==> config.mk <==
export PLATFORM = sky130hd
export DESIGN_NAME = wildcard_byte_pattern_scan_core_flat
export DESIGN_NICKNAME = d
export VERILOG_FILES = /design/src/design/wbps_pkg.sv /design/src/design/wbps_ifs.sv /design/src/design/wbps_cell.sv /design/src/design/wildcard_byte_pattern_scan_core.sv /design/src/flat_wrapper.sv
export SDC_FILE = /design/constraint.sdc
export NUM_CORES = 1
export LEC_CHECK = 0
export BUFFER_PORTS_ARGS = -buffer_cell sky130_fd_sc_hd__buf_2
export CORE_MARGIN = 4
export CORE_UTILIZATION = 45
export CTS_CLUSTER_DIAMETER = 120
export DETAILED_ROUTE_END_ITERATION = 12
export SYNTH_ARGS = -nofsm -noshare
export SYNTH_HDL_FRONTEND = slang
export SYNTH_SLANG_ARGS = --single-unit
==> constraint.sdc <==
create_clock -name clk -period 9.2 [get_ports clk]
set_clock_uncertainty 0.15 [all_clocks]
set_input_delay 0.92 -clock clk [delete_from_list [all_inputs] [get_ports clk]]
set_output_delay 0.92 -clock clk [all_outputs]
set_load 0.005 [all_outputs]
==> src/design/wbps_pkg.sv <==
// Package: widths, codes, shared types and helpers for the wildcard byte scan.
package wbps_pkg;

    localparam int MAX_PATTERN = 64;
    localparam int PAT_IDX_W   = 6;
    localparam int LEN_W       = 7;
    localparam int OFFSET_BITS = 32;
    localparam int BASE_W      = 64;
    localparam int CFG_DATA_W  = 64;
    localparam int CFG_IDX_W   = 1;

    localparam logic [OFFSET_BITS-1:0] COUNT_MAX = '1;

    // Item opcodes
    localparam logic [1:0] OP_START = 2'd0;
    localparam logic [1:0] OP_LOAD  = 2'd1;
    localparam logic [1:0] OP_DATA  = 2'd2;
    localparam logic [1:0] OP_NONE  = 2'd3;

    // Configuration register indexes
    localparam logic [CFG_IDX_W-1:0] CFG_MODULE_BASE    = 1'd0;
    localparam logic [CFG_IDX_W-1:0] CFG_PATTERN_LENGTH = 1'd1;

    // Per-cycle control fanned out to every cell
    typedef struct packed {
        logic load;
        logic step;
        logic clear;
    } cell_ctl_t;

    // Shared byte bus seen by every cell
    typedef struct packed {
        logic [7:0] data_byte;
        logic [7:0] pattern_value;
        logic       pattern_care;
    } cell_bus_t;

    // Index of the last active pattern position: length clamped to 1..MAX_PATTERN, minus one.
    function automatic logic [PAT_IDX_W-1:0] last_position(input logic [LEN_W-1:0] len);
        logic [PAT_IDX_W-1:0] pos;
        if (len == '0) begin
            pos = '0;
        end
        else if (len > LEN_W'(MAX_PATTERN)) begin
            pos = PAT_IDX_W'(MAX_PATTERN - 1);
        end
        else begin
            pos = PAT_IDX_W'(len - LEN_W'(1));
        end
        return pos;
    endfunction

endpackage

==> src/design/wbps_ifs.sv <==
// Interfaces: scan item channel and report item channel.
interface wbps_scan_if;
    logic                                valid;
    logic                                ready;
    logic [1:0]                          opcode;
    logic [wbps_pkg::PAT_IDX_W-1:0]      pattern_index;
    logic [7:0]                          pattern_value;
    logic                                pattern_care;
    logic [7:0]                          data_byte;
    logic                                last_byte;

    modport source (
        output valid, opcode, pattern_index, pattern_value, pattern_care, data_byte,
               last_byte,
        input  ready
    );
    modport sink (
        input  valid, opcode, pattern_index, pattern_value, pattern_care, data_byte,
               last_byte,
        output ready
    );
endinterface

interface wbps_report_if;
    logic                                valid;
    logic                                ready;
    logic                                found;
    logic [wbps_pkg::OFFSET_BITS-1:0]    match_offset;
    logic [wbps_pkg::BASE_W-1:0]         match_address;

    modport source (
        output valid, found, match_offset, match_address,
        input  ready
    );
    modport sink (
        input  valid, found, match_offset, match_address,
        output ready
    );
endinterface

==> src/design/wbps_cell.sv <==
// Cell: one pattern position with its byte, care bit and partial-match bit.
module wbps_cell (
    input  logic                clk,
    input  logic                rst_n,
    input  wbps_pkg::cell_ctl_t ctl,
    input  wbps_pkg::cell_bus_t bus,
    input  logic                prev_partial,
    output logic                partial,
    output logic                hit
);

    logic [7:0] pat_reg;
    logic       care_reg;
    logic       partial_reg;
    logic       partial_next;

    // Pattern storage: written only by a load, no reset
    always_ff @(posedge clk)
    begin
        if (ctl.load)
        begin
            pat_reg  <= bus.pattern_value;
            care_reg <= bus.pattern_care;
        end
    end

    // Extend the neighbor's partial match by this position
    assign hit = prev_partial && (!care_reg || (pat_reg == bus.data_byte));

    always_comb
    begin
        partial_next = partial_reg;
        if (ctl.clear)
        begin
            partial_next = 1'b0;
        end
        else if (ctl.step)
        begin
            partial_next = hit;
        end
    end

    always_ff @(posedge clk or negedge rst_n)
    begin
        if (!rst_n)
        begin
            partial_reg <= 1'b0;
        end
        else
        begin
            partial_reg <= partial_next;
        end
    end

    assign partial = partial_reg;

endmodule

==> src/design/wildcard_byte_pattern_scan_core.sv <==
// Top level: wildcard byte pattern scanner built from a chain of match cells.
//
//  Port        | Dir  | Carries                                          | Handshake
//  ------------+------+--------------------------------------------------+-------------
//  scan        | in   | opcode, pattern_index/value/care, data_byte, last | valid/ready
//  report      | out  | found, match_offset, match_address               | valid/ready
//  cfg_*       | in   | cfg_index, cfg_data (module_base, pattern_length) | cfg_wr_en
//
//  One item is accepted per cycle while scan.ready is high; a data byte updates every
//  active cell at once and moves each partial match one cell along the chain.
//  The report item is registered and is valid the cycle after the last byte.
//  Hold scan.ready low only while a report waits and report.ready is low.
//  Reset clears partial matches, counter, found state and the report slot;
//  pattern bytes are not reset and hold whatever was last loaded.
module wildcard_byte_pattern_scan_core (
    input  logic                                 clk,
    input  logic                                 rst_n,
    wbps_scan_if.sink                            scan,
    wbps_report_if.source                        report,
    input  logic                                 cfg_wr_en,
    input  logic [wbps_pkg::CFG_IDX_W-1:0]       cfg_index,
    input  logic [wbps_pkg::CFG_DATA_W-1:0]      cfg_data
);

    localparam int NC = wbps_pkg::MAX_PATTERN;

    // Configuration registers
    logic [wbps_pkg::BASE_W-1:0]      base_reg;
    logic [wbps_pkg::BASE_W-1:0]      base_next;
    logic [wbps_pkg::LEN_W-1:0]       len_reg;
    logic [wbps_pkg::LEN_W-1:0]       len_next;

    // Scan state
    logic [wbps_pkg::OFFSET_BITS-1:0] count_reg;
    logic [wbps_pkg::OFFSET_BITS-1:0] count_next;
    logic                             found_reg;
    logic                             found_next;
    logic [wbps_pkg::OFFSET_BITS-1:0] off_reg;
    logic [wbps_pkg::OFFSET_BITS-1:0] off_next;

    // Report slot
    logic                             rpt_vld_reg;
    logic                             rpt_vld_next;
    logic                             rpt_found_reg;
    logic                             rpt_found_next;
    logic [wbps_pkg::OFFSET_BITS-1:0] rpt_off_reg;
    logic [wbps_pkg::OFFSET_BITS-1:0] rpt_off_next;

    logic                             accept;
    logic                             load_acc;
    logic                             data_acc;
    logic                             start_acc;
    logic                             step;
    logic                             scan_clear;
    logic                             hit_sel;
    logic                             first_hit;
    logic [wbps_pkg::PAT_IDX_W-1:0]   last_pos;
    logic [wbps_pkg::OFFSET_BITS-1:0] start_off;

    wbps_pkg::cell_bus_t              bus;
    wbps_pkg::cell_ctl_t              ctl [NC];
    logic [NC-1:0]                    partial;
    logic [NC-1:0]                    hit;
    logic [NC-1:0]                    prev_partial;

    // ---------------- Configuration ----------------
    always_comb
    begin
        base_next = base_reg;
        len_next  = len_reg;
        if (cfg_wr_en)
        begin
            unique case (cfg_index)
                wbps_pkg::CFG_MODULE_BASE:    base_next = cfg_data;
                wbps_pkg::CFG_PATTERN_LENGTH: len_next  = cfg_data[wbps_pkg::LEN_W-1:0];
                default:                      ;
            endcase
        end
    end

    // ---------------- Item decode ----------------
    // Accept whenever the report slot is free or is being drained this cycle.
    assign scan.ready = !rpt_vld_reg || report.ready;
    assign accept     = scan.valid && scan.ready;
    assign start_acc  = accept && (scan.opcode == wbps_pkg::OP_START);
    assign load_acc   = accept && (scan.opcode == wbps_pkg::OP_LOAD);
    assign data_acc   = accept && (scan.opcode == wbps_pkg::OP_DATA);

    // Bytes arriving once the counter has saturated take no part in matching
    assign step       = data_acc && (count_reg != wbps_pkg::COUNT_MAX);
    // End of image clears the scan state right after the report is captured
    assign scan_clear = start_acc || (data_acc && scan.last_byte);

    assign last_pos   = wbps_pkg::last_position(len_reg);

    assign bus.data_byte     = scan.data_byte;
    assign bus.pattern_value = scan.pattern_value;
    assign bus.pattern_care  = scan.pattern_care;

    // ---------------- Cell chain ----------------
    // Cell 0 always starts a fresh candidate; each cell extends its left neighbor.
    // Cells beyond the active length do not step; a clear still resets them.
    for (genvar k = 0; k < NC; k++)
    begin : g_cell
        if (k == 0)
        begin : g_head
            assign prev_partial[k] = 1'b1;
        end
        else
        begin : g_link
            assign prev_partial[k] = partial[k-1];
        end

        assign ctl[k].load  = load_acc && (scan.pattern_index == wbps_pkg::PAT_IDX_W'(k));
        assign ctl[k].step  = step && (wbps_pkg::PAT_IDX_W'(k) <= last_pos);
        assign ctl[k].clear = scan_clear;

        wbps_cell u_cell (
            .clk          (clk),
            .rst_n        (rst_n),
            .ctl          (ctl[k]),
            .bus          (bus),
            .prev_partial (prev_partial[k]),
            .partial      (partial[k]),
            .hit          (hit[k])
        );
    end

    // ---------------- Match tracking ----------------
    assign hit_sel   = hit[last_pos];
    assign first_hit = step && hit_sel && !found_reg;
    // Candidate start offset: current byte position minus the last active index
    assign start_off = count_reg - wbps_pkg::OFFSET_BITS'(last_pos);

    always_comb
    begin
        found_next = found_reg || first_hit;
        off_next   = first_hit ? start_off : off_reg;
        count_next = step ? (count_reg + wbps_pkg::OFFSET_BITS'(1)) : count_reg;

        // Capture the report on the final byte; drop it once taken
        rpt_vld_next   = rpt_vld_reg && !report.ready;
        rpt_found_next = rpt_found_reg;
        rpt_off_next   = rpt_off_reg;
        if (data_acc && scan.last_byte)
        begin
            rpt_vld_next   = 1'b1;
            rpt_found_next = found_next;
            rpt_off_next   = found_next ? off_next : '0;
        end

        if (scan_clear)
        begin
            found_next = 1'b0;
            off_next   = '0;
            count_next = '0;
        end
    end

    always_ff @(posedge clk or negedge rst_n)
    begin
        if (!rst_n)
        begin
            base_reg      <= '0;
            len_reg       <= wbps_pkg::LEN_W'(1);
            count_reg     <= '0;
            found_reg     <= 1'b0;
            off_reg       <= '0;
            rpt_vld_reg   <= 1'b0;
            rpt_found_reg <= 1'b0;
        end
        else
        begin
            base_reg      <= base_next;
            len_reg       <= len_next;
            count_reg     <= count_next;
            found_reg     <= found_next;
            off_reg       <= off_next;
            rpt_vld_reg   <= rpt_vld_next;
            rpt_found_reg <= rpt_found_next;
        end
    end

    // Report offset is payload only
    always_ff @(posedge clk)
    begin
        rpt_off_reg <= rpt_off_next;
    end

    // ---------------- Report port ----------------
    // match_address is formed from the registered offset and module_base here
    assign report.valid         = rpt_vld_reg;
    assign report.found         = rpt_found_reg;
    assign report.match_offset  = rpt_off_reg;
    assign report.match_address = rpt_found_reg
                                ? (base_reg + wbps_pkg::BASE_W'(rpt_off_reg)) : '0;

endmodule

==> src/flat_wrapper.sv <==
// flat-port wrapper written by rule: the top's interface ports become plain ports
module wildcard_byte_pattern_scan_core_flat 
  (clk, rst_n, cfg_wr_en, cfg_index, cfg_data, scan_valid, scan_opcode, scan_pattern_index, scan_pattern_value, scan_pattern_care, scan_data_byte, scan_last_byte, scan_ready, report_valid, report_found, report_match_offset, report_match_address, report_ready);
  wbps_scan_if scan_i ();
  wbps_report_if report_i ();
  input  logic clk;
  input  logic rst_n;
  input  logic cfg_wr_en;
  input  logic [wbps_pkg::CFG_IDX_W-1:0] cfg_index;
  input  logic [wbps_pkg::CFG_DATA_W-1:0] cfg_data;
  input wire logic [$bits(scan_i.valid)-1:0] scan_valid;
  input wire logic [$bits(scan_i.opcode)-1:0] scan_opcode;
  input wire logic [$bits(scan_i.pattern_index)-1:0] scan_pattern_index;
  input wire logic [$bits(scan_i.pattern_value)-1:0] scan_pattern_value;
  input wire logic [$bits(scan_i.pattern_care)-1:0] scan_pattern_care;
  input wire logic [$bits(scan_i.data_byte)-1:0] scan_data_byte;
  input wire logic [$bits(scan_i.last_byte)-1:0] scan_last_byte;
  output wire logic [$bits(scan_i.ready)-1:0] scan_ready;
  output wire logic [$bits(report_i.valid)-1:0] report_valid;
  output wire logic [$bits(report_i.found)-1:0] report_found;
  output wire logic [$bits(report_i.match_offset)-1:0] report_match_offset;
  output wire logic [$bits(report_i.match_address)-1:0] report_match_address;
  input wire logic [$bits(report_i.ready)-1:0] report_ready;
  assign scan_i.valid = scan_valid;
  assign scan_i.opcode = scan_opcode;
  assign scan_i.pattern_index = scan_pattern_index;
  assign scan_i.pattern_value = scan_pattern_value;
  assign scan_i.pattern_care = scan_pattern_care;
  assign scan_i.data_byte = scan_data_byte;
  assign scan_i.last_byte = scan_last_byte;
  assign scan_ready = scan_i.ready;
  assign report_valid = report_i.valid;
  assign report_found = report_i.found;
  assign report_match_offset = report_i.match_offset;
  assign report_match_address = report_i.match_address;
  assign report_i.ready = report_ready;
  wildcard_byte_pattern_scan_core u_core (.clk(clk), .rst_n(rst_n), .scan(scan_i), .report(report_i), .cfg_wr_en(cfg_wr_en), .cfg_index(cfg_index), .cfg_data(cfg_data));
endmodule
* Yosys cells after proc, flatten, opt, wreduce, memory -nomap -nowiden
Index checks and enable logic that the tools add are counted.
** Operators by class
- $add $sub $neg :: 4
- Multipliers :: 0
- Div/mod/pow operators :: 0
- Magnitude comparators :: 65
- Eq/ne operators :: 130
- Shift operators :: 0
- Multiplexer cells :: 137
- Bitwise gates (word level) :: 1
- Reduce and logical (&&, ||, !) cells :: 402
** Operator list (count)
- == test 8 bit :: 64
- logical AND 1 bit :: 199
- == test 6 bit (second input constant) :: 32
- less-or-equal comparator 6 bit (first input constant) :: 31
- two-way mux 1 bit :: 129
- two-way mux 32 bit :: 4
- nonzero test 2 bit :: 64
- == test 6 x 5 -> 1 bit (second input constant) :: 16
- less-or-equal comparator 5 x 6 -> 1 bit (first input constant) :: 16
- zero test 1 bit :: 67
- logical OR 1 bit :: 67
- adder 64 x 32 -> 64 bit :: 1
- two-way mux 64 bit :: 1
- == test 6 x 4 -> 1 bit (second input constant) :: 8
- less-or-equal comparator 4 x 6 -> 1 bit (first input constant) :: 8
- adder 32 x 1 -> 32 bit (second input constant) :: 1
- inequality test 32 bit (second input constant) :: 1
- subtractor 32 x 6 -> 32 bit :: 1
- == test 6 x 3 -> 1 bit (second input constant) :: 4
- less-or-equal comparator 3 x 6 -> 1 bit (first input constant) :: 4
- == test 6 x 2 -> 1 bit (second input constant) :: 2
- less-or-equal comparator 1 x 6 -> 1 bit (first input constant) :: 2
- less-or-equal comparator 2 x 6 -> 1 bit (first input constant) :: 2
- two-way mux 6 bit :: 2
- 12 further kinds :: 13
** Word-level totals
- Bits in registers :: 809
- Bits in latches :: 0
- RAM bits :: 0
- Bits in read-only memories :: 0
- Bits of input ports :: 96
- Output and inout bits :: 99
- Logic and storage cells :: 938
- Memories :: 0

* Depth between registers and ports, before layout
- Depth after elaboration :: 9
- Gate-level depth with buffers :: 19
- Gate-level depth less buffers :: 18

* Modules after synthesis
Synthesis repeated with hierarchy kept, for this count alone.
** Unflattened totals
- Cell total of the unflattened synthesis :: 3208
- Area total of the unflattened synthesis :: 39879.5 um^2
** Modules (own cells, without submodules)
- wbps_cell :: instances 64, cells each 26, area each 422.9 um^2, sequential area each 295.3 um^2
- wildcard_byte_pattern_scan_core :: instances 1, cells each 1544, area each 12813.5 um^2, sequential area each 4415.5 um^2

* Worst setup path before layout
OpenSTA, ideal clock, no wires.
- Path type :: register to output
- Start point :: reg u_core.rpt_off_reg (netlist bit u_core.report.match_offset[0])
- End point :: out report_match_address[38]
- Arrival time :: 3.361 ns
- Data required time :: 8.130 ns
- Path slack :: 4.769 ns
- Cell stages (with the launch flop) :: 15
- Buffers on the path :: 2
- Cell sequence :: edfxtp_1 -> ha_1 -> fa_1 -> a21o_1 -> a21oi_1 -> o21ai_0 -> a221oi_1 -> o31a_1 -> nand4bb_1 -> a311o_1 -> clkbuf_1 -> clkbuf_1 -> nor3_1 -> xnor2_1 -> nor2_1
** On the way
- Longest elaborated chain between the ends :: 2
** RTL lines
- start: declaration :: line wildcard_byte_pattern_scan_core.sv:46 : logic [wbps_pkg::OFFSET_BITS-1:0] rpt_off_reg;
- start signal: assignment :: line wildcard_byte_pattern_scan_core.sv:187 : rpt_off_reg <= rpt_off_next;
- adder 64 x 32 -> 64 bit :: line wildcard_byte_pattern_scan_core.sv:196 : ? (base_reg + wbps_pkg::BASE_W'(rpt_off_reg)) : '0;
- two-way mux 64 bit :: line wildcard_byte_pattern_scan_core.sv:196
- end: declaration :: line flat_wrapper.sv:22 : output wire logic [$bits(report_i.match_address)-1:0] report_match_address;
No other way between the ends.

* Final worst setup path
- Start point :: reg u_core.rpt_off_reg (netlist bit u_core.report.match_offset[0])
- End point :: out report_match_address[58]
Same word-level chain as after synthesis.

==> results.md <==
- The flow ran to the end, and the final reports show no timing, DRC or antenna violations.
- The number of port buffers is 194.
- The CTS tree is built.
- The maximum clock rate is 163 MHz.
- The number of buffers added by the clock tree synthesis step is approximately 90.
- The worst pin sits at a relative slew slack of 15.4%.
- In this run, synthesis inferred 608 flip-flops with an integrated enable.
- After synthesis the netlist holds a flip-flop and latch count of 809.
- The first global-routing pass estimated between 150000 and 200000 um of wire.
- The floorplan has 106 rows.
- In this run, the number of DRC markers left after iteration 0 of detailed routing was about 2200.
- The number of hold violations in the final report is 0.
- The share of total power dissipated in the clock network is 40.1%.
- The global-route usage over all layers is between 20% and 30%.
- Power spread over the standard cell area amounts to 210 nW/um2.
- The post-placement setup slack is 2.97 ns.
- The share of layout cells above drive strength 1 is 14.1%.
- In this run the worst path has a maximum fanout of 18.
- At the end of the flow the core is filled with cells to 51.6%.
- Data on the critical path is required at its endpoint by 8.13 ns.
- The DRC violations left is 0.
- The count of warnings emitted by yosys is 0.
- Adding up every negative setup slack in the final design gives 0 ns.
- The total wirelength of the detailed-routed design is 106000 um.
- Max-cap violations in this run came to 0.
- The hold-fix buffer count after cts is 0.
- Setup repair after global routing left no endpoint under its margin.
- The switching part of the total is 26.4%.
- The synthesized netlist contains 81 unique library cells.
- The worst hold slack is approximately 0.096 ns.
- In the final design database the tool counted 3376 nets.
- The total via count in the routed design is 25300.
- The cell at the root of the clock tree is clkbuf_16.
- The proportion of power drawn by combinational gates is 14.4%.
- Measured along the y axis, the die boundary spans 299 um.
- The detail-routed via count per cell is approximately 5.7.
- The register with the most flip-flops in the layout has 512 of them.
- The count of endpoints failing setup in the final report is 0.
- CTS built an H-tree with a depth of 3.
- The initial antenna violation count is 3.
- The smallest setup slack after layout is 3.05 ns.
- Of all flip-flops after synthesis, the portion carrying an async set or reset was 24.8%.
- Compared with the post-synthesis result, the final layout area differs by 13.2%.
- The max-slew violation count is 0.
- Summed over all nets, the switching power comes to 2.39 mW.
- Across the VDD grid, the largest voltage drop is 173 uV.
- The time the worst path needs with I/O delays and setup is a little over 6 ns.
- The top-level I/O count is 195.
- The worst setup path is captured at a primary output.
- The analysis attributes to cell leakage a power of 15.0 nW.
- The mapped netlist covers 38200 um2.
- The global placer's final weighted congestion is 0.964.
- The number of iterations in the first detailed-routing pass is 5.
- The clock latency at the later pin of the worst-skew pair is 0.64 ns.
- The starting utilization of the core area is 45.5%.
- The number of cells produced by synthesis is between 3000 and 4000.
- The number of global-route vias before repair is 25800.
- Sequential cells burn 45.5% of the power.
- The worst setup path is launched from a flip-flop.
- The min-delay analysis places its worst path in the category primary input to asynchronous set/reset pin.
- The category of the most critical setup path is flip-flop to primary output.
- The cell-internal power is 6.68 mW.
- The commonest register cell after synthesis is edfxtp_1.
- CTS saw a little over 800 sinks.
- The die is ~300 um wide.
- The post-route clock period utilization is roughly two thirds.
- The number of gates resized after CTS was 0.
- The core region is 83800 um2.
- The die covers 89600 um2.
- The repair_antennas step left the layout with diodes totalling 0.
- The clock-pin slew on the worst setup and hold paths is 0.06 ns.
- Each instance of the synthesized netlist takes up on average around 12 um2.
- Buffers added to address setup during post-CTS repair amount to 0.
- The data arrival time of the critical path is 5.08 ns.
- The sequential cell area fraction in the yosys report is 61.0%.
- Fill cells in the final layout number between 7000 and 8000.
- The net count after synthesis is 3210.
- The transition time of the tightest slew-check pin is approximately 1.3 ns.
- The wire-length estimate of the detail-placed layout is 67200 um.
- Entering global routing, the biggest net connects 74 pins.
- The clock passes through at most 3 buffers.
- For this run the aggregate overflow at the end of global routing stands at 0.
- The wire length per cell is 23.9 um.
- The remaining number of nets flagged by the antenna check after routing is 0.
cell usage in the layout (no fill, tap or decap), types with 8 or more instances in the layout:
| cell type | Yosys | final |
|---|---|---|
| edfxtp_1 | 608 | 608 |
| xnor2_1 | 584 | 584 |
| nor2_1 | 237 | 235 |
| dfrtp_1 | 200 | 200 |
| nand2_1 | 199 | 199 |
| buf_2 | 47 | 185 |
| o21ai_0 | 159 | 158 |
| nand4_1 | 151 | 151 |
| a21oi_1 | 133 | 133 |
| clkbuf_16 | 0 | 90 |
| mux2_2 | 69 | 69 |
| nand3_1 | 59 | 59 |
| buf_4 | 15 | 47 |
| xor2_1 | 42 | 42 |
| ha_1 | 41 | 41 |
| nor3_1 | 34 | 34 |
| o31ai_1 | 33 | 33 |
| inv_1 | 27 | 26 |
| a21o_1 | 26 | 26 |
| and2_1 | 25 | 25 |
| a211oi_1 | 25 | 25 |
| clkinv_2 | 0 | 23 |
| or3_1 | 22 | 22 |
| nor2b_1 | 19 | 18 |
| and3_1 | 17 | 17 |
| a31oi_1 | 18 | 17 |
| clkbuf_1 | 80 | 16 |
| clkinv_1 | 2 | 15 |
| o21a_1 | 14 | 14 |
| nor4_1 | 13 | 13 |
| bufinv_16 | 0 | 12 |
| nand2b_1 | 9 | 9 |
| mux2i_1 | 9 | 9 |
| o31a_1 | 8 | 8 |
| and4_1 | 8 | 8 |
| a21boi_0 | 9 | 8 |
final cells by class:
type | instances | area, um2 | share of cell area (%)
clock buffers | 110 | 2370 | 5.48
clock inverters | 54 | 619 | 1.43
inverters | 30 | 113 | 0.260
multi-input cells | 2074 | 14100 | 32.6
flip-flops and latches | 809 | 23300 | 53.9
well taps | 1134 | 1420 | 3.28
repair buffers | 234 | 1310 | 3.04
logic make-up (layout without fill, tap and decap cells):
group / count (synthesis) / count (layout) / share of synthesized area (%)
AOI/OAI and AO/OA: 497 / 497 / 8.02
xor gates and xnor gates: 626 / 626 / 14.4
adders and majority gates: 43 / 43 / 1.45
buffers and inverters: 188 / 428 / 2.19
DFF: 809 / 809 / 61.0
muxes: 78 / 78 / 2.27
and+or+nand+nor: 830 / 830 / 10.7
per-stage QoR:
step,std cells,power [mW],cell area (um2)
2_1_floorplan,3071,5.00,38200
3_3_place_gp,4281,5.48,40200
3_5_place_dp,4281,5.50,40200
4_1_cts,4445,9.15,43200
5_1_grt,4445,9.42,43200
6_report,4445,9.07,43200
power groups by stage:
stage               Combinational [mW]  Clock [mW]  Sequential [mW]
global route                      1.42        3.86             4.14
finish                            1.31        3.63             4.13
global placement                  1.28           0             4.20
detailed placement                1.30           0             4.20
CTS                               1.30        3.71             4.13
floorplan                        0.833           0             4.17
cell usage after synthesis, types with 4 or more instances:
library cell / instances / share of area, %
edfxtp_1: 608 / 48
xnor2_1: 584 / 13
nor2_1: 237 / 2.3
dfrtp_1: 200 / 13
nand2_1: 199 / 2.0
o21ai_0: 159 / 2.1
nand4_1: 151 / 2.5
a21oi_1: 133 / 1.7
clkbuf_1: 80 / 0.79
mux2_2: 69 / 2.0
nand3_1: 59 / 0.77
buf_2: 47 / 0.62
xor2_1: 42 / 0.96
ha_1: 41 / 1.3
nor3_1: 34 / 0.45
o31ai_1: 33 / 0.65
inv_1: 27 / 0.27
a21o_1: 26 / 0.51
a211oi_1: 25 / 0.49
and2_1: 25 / 0.41
or3_1: 22 / 0.36
nor2b_1: 19 / 0.31
a31oi_1: 18 / 0.29
and3_1: 17 / 0.28
buf_4: 15 / 0.29
buf_1: 14 / 0.14
o21a_1: 14 / 0.28
nor4_1: 13 / 0.21
a21boi_0: 9 / 0.18
mux2i_1: 9 / 0.24
nand2b_1: 9 / 0.15
and4_1: 8 / 0.18
o31a_1: 8 / 0.18
nor3b_1: 7 / 0.14
o22ai_1: 7 / 0.11
o2111ai_1: 6 / 0.14
o21bai_1: 6 / 0.12
a22oi_1: 5 / 0.098
or2_2: 5 / 0.082
or4_1: 5 / 0.098
a41o_1: 4 / 0.10
a41oi_1: 4 / 0.092
o211ai_1: 4 / 0.079
critical path, stage by stage, from the launching register on:
cell       delay [ns]
edfxtp_1         0.49
ha_1             0.28
fa_1             0.41
a21o_1           0.18
a21oi_1          0.23
o21ai_0          0.27
a221oi_1         0.69
o31a_1           0.26
nand4bb_1        0.23
a311o_1          0.75
nor3_1           0.18
xnor2_1          0.17
nor2_1           0.14
buf_2            0.14
final timing paths:
check / endpoint / from / cells past startpoint / slack, ns
min in group clk: u_core.base_reg[2] / u_core.base_reg[2] / 1 / 0.36
hold / removal: u_core.count_reg[13] / rst_n / 1 / 0.1
setup reg to reg: u_core.report.match_offset[20] / u_core.len_reg[0] / 12 / 3.52
hold reg to reg: u_core.base_reg[2] / u_core.base_reg[2] / 1 / 0.36
setup / recovery: report_match_address[58] / u_core.report.match_offset[0] / 13 / 3.05
max in group asynchronous: u_core.len_reg[2] / rst_n / 2 / 7.42
layer usage:
layer  up-vias  track usage, %  wire (um)
met1     12800            30.9      44500
li1      11500               -          -
met3       198            2.98       5760
met2       896            40.4      52600
met5         -               0          0
met4         0            6.96       3430
Note: power is estimated with default switching activity, not from simulation.
